--- src/design/rmq_ram.sv ---
module rmq_ram #(
  parameter int unsigned WIDTH = 8,
  parameter int unsigned DEPTH = 16
) (
  input  logic                     clk_i,
  input  logic                     we_i,
  input  logic [$clog2(DEPTH)-1:0] waddr_i,
  input  logic [WIDTH-1:0]         wdata_i,
  input  logic                     re_i,
  input  logic [$clog2(DEPTH)-1:0] raddr_i,
  output logic [WIDTH-1:0]         rdata_o
);

  logic [WIDTH-1:0] mem [DEPTH];
  logic [WIDTH-1:0] rdata_q;

  always_ff @(posedge clk_i) begin
    if (we_i) begin
      mem[waddr_i] <= wdata_i;
    end
    if (re_i) begin
      rdata_q <= mem[raddr_i];
    end
  end

  assign rdata_o = rdata_q;

endmodule

--- config.mk ---
export PLATFORM = sky130hd
export DESIGN_NAME = rmq_ram
export DESIGN_NICKNAME = d
export VERILOG_FILES = /design/src/design/rmq_ram.sv
export SDC_FILE = /design/constraint.sdc
export NUM_CORES = 1
export LEC_CHECK = 0
export ABC_AREA = 1
export BUFFER_PORTS_ARGS = -buffer_cell sky130_fd_sc_hd__buf_2
export CAP_MARGIN = 40
export CORE_AREA = 4 4 109 111
export CTS_BUF_LIST = sky130_fd_sc_hd__clkbuf_8
export CTS_CLUSTER_DIAMETER = 100
export DETAILED_ROUTE_END_ITERATION = 12
export DIE_AREA = 0 0 113 115
export GPL_ROUTABILITY_DRIVEN = 1
export PLACE_DENSITY = 0.8
export SETUP_SLACK_MARGIN = 0.05
export SLEW_MARGIN = 30
export SYNTH_ARGS = -nofsm -noshare
export SYNTH_HDL_FRONTEND = slang
export SYNTH_SLANG_ARGS = --single-unit
--- constraint.sdc ---
create_clock -name clk_i -period 1.6 [get_ports clk_i]
set_clock_uncertainty 0.2 [all_clocks]
set_input_delay 0.24 -clock clk_i [delete_from_list [all_inputs] [get_ports clk_i]]
set_output_delay 0.24 -clock clk_i [all_outputs]
set_load 0.01 [all_outputs]
==> flow_metrics.env <==
export IMPL_areaGrowthSynthToFinish_pct=14.15
export IMPL_hold_buffers=3
export IMPL_dieArea_sq_mm=0.01300
export IMPL_relSlewSlack=0.5885
export IMPL_crit_cells=1
export IMPL_grtUsageTotal=0.2075
export IMPL_rsz0062_at_grt="no"
export IMPL_worstPathCellList="buf_2"
export IMPL_yosysWarningCount=0
export IMPL_wirelength_microns=12730
export IMPL_cts_tree="done"
export IMPL_first_pass_iters=5
export IMPL_pwr_share_clk=0.394
export IMPL_fmax_mhz=687.2
export IMPL_outcome="finished, final reports clean"
export IMPL_power_leakage_uw=0.002904
export IMPL_num_nets_final=619
export IMPL_drc=0
export IMPL_cap_violations=0
export IMPL_cts_sinks=136
export IMPL_routedWlPerCell_microns=16.92
export IMPL_finalSetupViolCount=0
export IMPL_path_clk_slew_ps=80
export IMPL_cp_end_kind="primary output"
export IMPL_worstPathMaxFanout=1
export IMPL_ys_seq_elements=136
export IMPL_die_h_microns=115
export IMPL_num_vias=3939
export IMPL_syn_cell_area_sq_mm=0.005847
export IMPL_n_fill_cell=856
export IMPL_fin_total_pwr_uw=7497
export IMPL_std_cell_rows=38
export IMPL_max_slew_worst_pin_slew_ps=616.4
export IMPL_grt_antenna_before_repair=0
export IMPL_cts_max_level=4
export IMPL_finalCriticalPeriod_ps=1455
export IMPL_syn_inst=551
export IMPL_vias_per_cell=5.238
export IMPL_numPortBuffers=26
export IMPL_clock_path_buffers=2
export IMPL_internal_power_uw=5846
export IMPL_cp_required_ps=1160
export IMPL_overflow=0
export IMPL_avgSynthCellArea_sq_um=10.61
export IMPL_arrival_ps=1020
export IMPL_worst_path_largest_cell_delay_ps=420
export IMPL_vdd_drop_max_v=0.0007338
export IMPL_swShare=0.2202
export IMPL_core_area_sq_mm=0.01079
export IMPL_crit_family="flip-flops"
export IMPL_combPwrFrac=0.068
export IMPL_syn_nets=570
export IMPL_ios=27
export IMPL_switching_power_uw=1651
export IMPL_final_cell_count_no_fill=752
export IMPL_path_buf_inv=1
export IMPL_hold_violations=0
export IMPL_clk_insertion_delay_late_ps=430
export IMPL_report_final_slew_viol_count=0
export IMPL_routabilityCongestion=0.8806
export IMPL_reg2regPathDepth=6
export IMPL_numCtsBuffers=17
export IMPL_seq_area_frac_synth=0.6985
export IMPL_worst_hold_slack_ps=32.95
export IMPL_period_share=0.9095
export IMPL_hpwl_microns=7888
export IMPL_post_cts_repair_setup_buffers=0
export IMPL_die_x_microns=113
export IMPL_synth_cell_types=11
export IMPL_holdPathStages=1
export IMPL_start_util=0.5417
export IMPL_slowest_stage="edfxtp_1"
export IMPL_grt_pass1_wl_microns=19990
export IMPL_root_buffer="clkbuf_8"
export IMPL_drive_gt1_frac=0.1324
export IMPL_dr_first_iter_drc_count=340
export IMPL_ctsResizeCount=0
export IMPL_seqPwrFrac=0.538
export IMPL_final_core_util=0.6184
export IMPL_num_antenna_cells=0
export IMPL_hold_path_class="input pin to flop"
export IMPL_dp_cells=717
export IMPL_crit_type="flop to primary output"
export IMPL_p_per_area_mw_per_mm2=1123
export IMPL_grt_start_max_net_pins=65
export IMPL_startpoint_type="flop"
export IMPL_antenna_left=0
export IMPL_grt_pass1_vias=3916
power by group through the flow:
| stage | Clock (uW) | Combinational, uW | Sequential, uW |
|---|---|---|---|
| detailed placement | 0 | 499 | 4110 |
| global route | 3170 | 563 | 4040 |
| finish | 2960 | 510 | 4030 |
| CTS | 2980 | 508 | 4030 |
| global placement | 0 | 483 | 4110 |
| floorplan | 0 | 281 | 4110 |
cell type report:
| type | instances | area (sq um) | area share |
|---|---|---|---|
| clock buffers | 17 | 234.0 | 0.03506 |
| clock inverters | 14 | 183.9 | 0.02756 |
| inverters | 102 | 382.9 | 0.05737 |
| multi-input cells | 289 | 1214 | 0.1819 |
| flip-flops and latches | 136 | 4084 | 0.6119 |
| well taps | 140 | 175.2 | 0.02625 |
| repair buffers | 54 | 400.4 | 0.05999 |
synthesized netlist by cell type:
| cell | number | area share |
|---|---|---|
| nand2_1 | 173 | 0.11 |
| edfxtp_1 | 136 | 0.70 |
| inv_1 | 100 | 0.064 |
| nand3_1 | 97 | 0.083 |
| nor2_1 | 17 | 0.011 |
| buf_2 | 13 | 0.011 |
| buf_6 | 6 | 0.012 |
| buf_4 | 4 | 0.0051 |
| inv_2 | 2 | 0.0013 |
| nand3b_1 | 2 | 0.0026 |
| buf_1 | 1 | 0.00064 |
cell usage in the layout (no fill, tap or decap), drive strengths merged:
cell	Yosys	final
clkinv	0	5
clkinvlp	0	2
clkbuf	0	17
nand3	97	97
nand3b	2	2
dlygate4sd3	0	4
nor2	17	17
bufinv	0	4
buf	24	50
nand2	173	173
inv	102	105
edfxtp	136	136
path summary, 6_finish.rpt:
check / start / endpoint / slack, ps
worst min register to register: mem[15][4] / rdata_o[4] / 560
worst max-delay path: rdata_o[2] / rdata_o[2] / 140
worst max register to register: mem[7][5] / rdata_o[5] / 190
worst min-delay path: wdata_i[1] / mem[4][1] / 30
kinds of logic after synthesis:
kind of cell	share of synthesized area
simple gates	0.2076
buf+inv	0.09394
flops	0.6985
metrics by stage:
stage | worst slack, ps | TNS [ps] | cell area, sq um
5_1_grt | 71.49 | 0 | 6674
4_1_cts | 135.2 | 0 | 6664
3_5_place_dp | -71.25 | -323.6 | 6216
6_report | 144.9 | 0 | 6674
2_1_floorplan | 209.2 | 0 | 5847
3_3_place_gp | -36.53 | -102.9 | 6216
sequential cells by signal, summed over array words and instances (netlist names):
name / count
mem: 128
rdata_o: 8
layer usage:
layer,up-vias,global-route usage,wire length [microns]
li1,1875,-,-
met1,1831,0.2611,4963
met2,210,0.3472,6338
met3,23,0.05316,1141
met4,0,0.08253,284
met5,-,0,0
Note: power is estimated with default switching activity, not from simulation.
