$ cat config.mk
export PLATFORM = sky130hd
export DESIGN_NAME = rmq_pick
export DESIGN_NICKNAME = d
export VERILOG_FILES = /design/src/design/rmq_pick.sv
export SDC_FILE = /design/constraint.sdc
export NUM_CORES = 1
export LEC_CHECK = 0
export BUFFER_PORTS_ARGS = -buffer_cell sky130_fd_sc_hd__buf_2
export CAP_MARGIN = 20
export CELL_PAD_IN_SITES_DETAIL_PLACEMENT = 1
export CELL_PAD_IN_SITES_GLOBAL_PLACEMENT = 1
export CORE_AREA = 2 2 73 81
export DETAILED_ROUTE_END_ITERATION = 12
export DIE_AREA = 0 0 75 83
export PLACE_DENSITY_LB_ADDON = 0.1
export SETUP_SLACK_MARGIN = 0.3
export SYNTH_ARGS = -nofsm -noshare
export SYNTH_HDL_FRONTEND = slang
export SYNTH_SLANG_ARGS = --single-unit
$ cat constraint.sdc
create_clock -name vclk -period 5.59
set_clock_uncertainty 0.2 [all_clocks]
set_input_delay 1.3975 -clock vclk [all_inputs]
set_output_delay 1.3975 -clock vclk [all_outputs]
set_load 0.05 [all_outputs]
$ cat src/design/rmq_pick.sv
module rmq_pick #(
  parameter int unsigned KEY_W = 32,
  parameter int unsigned POS_W = 7
) (
  input  logic [KEY_W-1:0] a_key_i,
  input  logic [POS_W-1:0] a_pos_i,
  input  logic [KEY_W-1:0] b_key_i,
  input  logic [POS_W-1:0] b_pos_i,
  output logic [KEY_W-1:0] key_o,
  output logic [POS_W-1:0] pos_o
);

  logic a_wins;

  // larger key wins, equal keys go to the larger position
  assign a_wins = (a_key_i > b_key_i) || ((a_key_i == b_key_i) && (a_pos_i > b_pos_i));
  assign key_o  = a_wins ? a_key_i : b_key_i;
  assign pos_o  = a_wins ? a_pos_i : b_pos_i;

endmodule

==> flow_results.xml <==
<?xml version="1.0" encoding="UTF-8"?>
<metrics>
  <group name="yosys">
    <metric name="synthesis.area" unit="sq um">1470</metric>
    <metric name="synth-compound-area-share" unit="">0.135</metric>
    <metric name="synth_cells" unit="">183</metric>
    <metric name="ys_seq_area_frac" unit="">0</metric>
    <metric name="synth-adder-area-share" unit="">0.332</metric>
    <metric name="synth.lib_cells_used.distinct" unit="">24</metric>
    <metric name="post_synth_xor_area_fraction" unit="">0</metric>
    <metric name="synthMuxAreaShare" unit="">0.299</metric>
    <metric name="syn-mean-instance-area" unit="sq um">8.03</metric>
    <metric name="ys_warn_count" unit="">0</metric>
    <metric name="syn_nets" unit="">300</metric>
    <metric name="dominant_combinational_cell_family_by_area_after_synthesis" unit="">adder cells</metric>
    <metric name="post_synthesis_simple_gate_area_fraction" unit="">0.109</metric>
  </group>
  <group name="place">
    <metric name="placedCellCount" unit="">373</metric>
    <metric name="place.detailed.hpwl" unit="mm">3.96</metric>
    <metric name="place_congestion" unit="">0.721</metric>
    <metric name="placement.io_buffers" unit="">117</metric>
  </group>
  <group name="outcome">
    <metric name="status" unit="">finished, final reports clean</metric>
  </group>
  <group name="cells_and_area">
    <metric name="most-common-layout-cells" unit="">sky130_fd_sc_hd__buf_2, sky130_fd_sc_hd__inv_1, sky130_fd_sc_hd__ha_1, sky130_fd_sc_hd__mux2_2, sky130_fd_sc_hd__buf_4</metric>
    <metric name="area_growth_syn_to_layout" unit="%">78.0</metric>
    <metric name="design.final.nets" unit="">425</metric>
    <metric name="antenna_cells" unit="">0</metric>
    <metric name="finish.cell_count_without_fillers" unit="">381</metric>
    <metric name="multi_input_area" unit="sq um">1500</metric>
    <metric name="fillerInstances" unit="">661</metric>
    <metric name="area.sequential" unit="sq um">0</metric>
    <metric name="seq_cells" unit="">0</metric>
    <metric name="most_frequent_standard_cell_in_the_layout_excluding_fill_and_tap_cells" unit="">sky130_fd_sc_hd__buf_2</metric>
    <metric name="layout-drive-gt1-share" unit="">0.592</metric>
    <metric name="clock_buffers" unit="">0</metric>
  </group>
  <group name="global_route">
    <metric name="groute.usage.overall" unit="">0.131</metric>
    <metric name="grt_start_max_net_pins" unit="">32</metric>
    <metric name="most_used_routing_layer" unit="">met2</metric>
    <metric name="met2_usage" unit="">0.249</metric>
    <metric name="grt_antenna_before_repair" unit="">0</metric>
    <metric name="globalRouteMet3Util" unit="">0.00485</metric>
    <metric name="grt_use_met1" unit="">0.169</metric>
    <metric name="grt_first_pass_wirelength" unit="mm">7.04</metric>
    <metric name="globalRoute.totalOverflow" unit="">0</metric>
    <metric name="number_of_global_route_vias_before_repair" unit="">1701</metric>
  </group>
  <group name="flow_run">
    <metric name="max_capacitance_violation_count" unit="">0</metric>
  </group>
  <group name="routing">
    <metric name="totalWireLength" unit="mm">5.33</metric>
    <metric name="drt_iter0_markers" unit="">13</metric>
    <metric name="wl_per_cell" unit="um">14.0</metric>
    <metric name="vias_after_detailed_routing" unit="">1821</metric>
    <metric name="number_of_remaining_drc_errors" unit="">0</metric>
    <metric name="antenna_left" unit="">0</metric>
    <metric name="count_of_tritonroute_iterations_in_the_first_routing_pass" unit="">4</metric>
    <metric name="routed_via_density" unit="">4.78</metric>
  </group>
  <group name="setup_path">
    <metric name="path_common_cell" unit="">sky130_fd_sc_hd__buf_4</metric>
    <metric name="setup.worst_path.end_class" unit="">output pin</metric>
    <metric name="crit_path_top_delay_cell" unit="">sky130_fd_sc_hd__mux2_2</metric>
    <metric name="worst_ep_arrival_time" unit="ns">3.64</metric>
    <metric name="timing.critical_path.from_type" unit="">input pin</metric>
    <metric name="path_cells" unit="">buf_2, ha_1, nand4_1, nor2_1, a221o_1, o31a_1, o22ai_4, buf_4, clkbuf_16, mux2_2, buf_4</metric>
    <metric name="timing.critical_path.required" unit="ns">3.99</metric>
    <metric name="crit_path_max_incr_delay" unit="ns">0.33</metric>
    <metric name="timing.setup.critical_path_class" unit="">input pin to output pin</metric>
    <metric name="critical_path_fanouts_max" unit="">8</metric>
  </group>
  <group name="floorplanning">
    <metric name="floorplan.io_pins" unit="">117</metric>
    <metric name="chipWidth" unit="um">75</metric>
    <metric name="std_cell_rows" unit="">28</metric>
    <metric name="die_height" unit="um">83</metric>
    <metric name="dieArea" unit="sq um">6230</metric>
    <metric name="total_core_area" unit="sq um">5360</metric>
    <metric name="initial_standard_cell_utilization_of_the_core" unit="">0.274</metric>
  </group>
  <group name="clock_tree">
    <metric name="cts-hold-fix-buffers" unit="">0</metric>
  </group>
  <group name="sta">
    <metric name="timing.fmax" unit="MHz">191</metric>
    <metric name="finalHoldViolations" unit="">0</metric>
    <metric name="timing.max_slew.rel_slack" unit="">0.721</metric>
    <metric name="unrepaired_setup_endpoints_after_global_routing" unit="">true</metric>
    <metric name="min_period_over_period" unit="">0.937</metric>
    <metric name="maxSlewViolCount" unit="">0</metric>
    <metric name="setup_viol" unit="">0</metric>
    <metric name="setup_tns_after_final_layout" unit="ns">0</metric>
    <metric name="worst_hold_margin" unit="ns">2.95</metric>
    <metric name="tightestPinTransition" unit="ns">0.414</metric>
    <metric name="timing.final.crit_period" unit="ns">5.24</metric>
  </group>
  <group name="power">
    <metric name="max-vdd-ir-drop" unit="uV">84.2</metric>
    <metric name="powerDensity" unit="nW/um^2">144</metric>
    <metric name="p_leak" unit="nW">1.40</metric>
  </group>
  <group name="hold_path">
    <metric name="min-delay-path-class" unit="">input pin to output pin</metric>
  </group>
</metrics>
-- critical path: cells and delay by family --
kind | cells | cell delay [ns]
buffers and inverters | 4 | 0.64
AOI/OAI and AO/OA | 3 | 0.78
and+or+nand+nor | 2 | 0.19
muxes | 1 | 0.33
adders and majority gates | 1 | 0.30
-- cells in the mapped netlist, drive strengths merged --
cell | count | area share
ha | 39 | 0.33
inv | 39 | 0.10
mux2 | 39 | 0.30
a21oi | 16 | 0.054
nand4 | 10 | 0.043
nand2 | 6 | 0.015
o21ai | 5 | 0.017
buf | 4 | 0.026
nor2b | 4 | 0.017
nand3 | 3 | 0.010
nor2 | 3 | 0.0077
nor4 | 3 | 0.013
a21o | 2 | 0.010
o21a | 2 | 0.010
a2111oi | 1 | 0.0060
a21boi | 1 | 0.0051
a221o | 1 | 0.0068
a2bb2oi | 1 | 0.0060
nor3 | 1 | 0.0034
o211ai | 1 | 0.0051
o22ai | 1 | 0.0085
o31a | 1 | 0.0060
-- cell families (layout without fill, tap and decap cells) --
| kind of cell | after synthesis | in the layout |
|---|---|---|
| adder cells (fa/ha/maj) | 39 | 39 |
| AND/OR/NAND/NOR | 30 | 30 |
| multiplexers | 39 | 39 |
| buffers and inverters | 43 | 166 |
| AO/OA/AOI/OAI | 32 | 32 |
-- repair_timing --
item | 4_1_cts | 5_1_grt
cloned | 0 | 3
pin swaps | 0 | 8
resized for setup | 0 | 112
setup buffers | 0 | 5
setup endpoints to repair | 31 | 39
-- final cells by class --
type	instances	share of cell area
Inverter	39	0.0569
Tap cell	75	0.0359
Multi-Input combinational cell	140	0.572
Timing Repair Buffer	127	0.335
-- through the flow --
step           instance area (sq um)  power (mW)  setup WS (ns)  utilization
2_1_floorplan                   1470       0.225          0.473            -
3_3_place_gp                    2150       0.305          0.294        0.401
3_5_place_dp                    2150       0.308          0.271        0.401
4_1_cts                         2150       0.309          0.266        0.401
5_1_grt                         2620       0.405          0.243        0.488
6_report                        2620       0.378          0.350        0.488
-- final timing paths --
| kind | to | from | cells after the start |
|---|---|---|---|
| max | key_o[23] | a_key_i[9] | 11 |
| min | key_o[14] | b_key_i[14] | 3 |
-- report_power, final --
part	internal (mW)	switching, mW
Clock	0	0
Sequential	0	0
Combinational	0.158	0.220
-- routing by layer --
metal / routed length (um) / part of all wire
met1: 2190 / 0.41
met3: 288 / 0.054
met4: 25 / 0.0047
met2: 2830 / 0.53
met5: 0 / 0
Power figures use the tool's default switching activity.
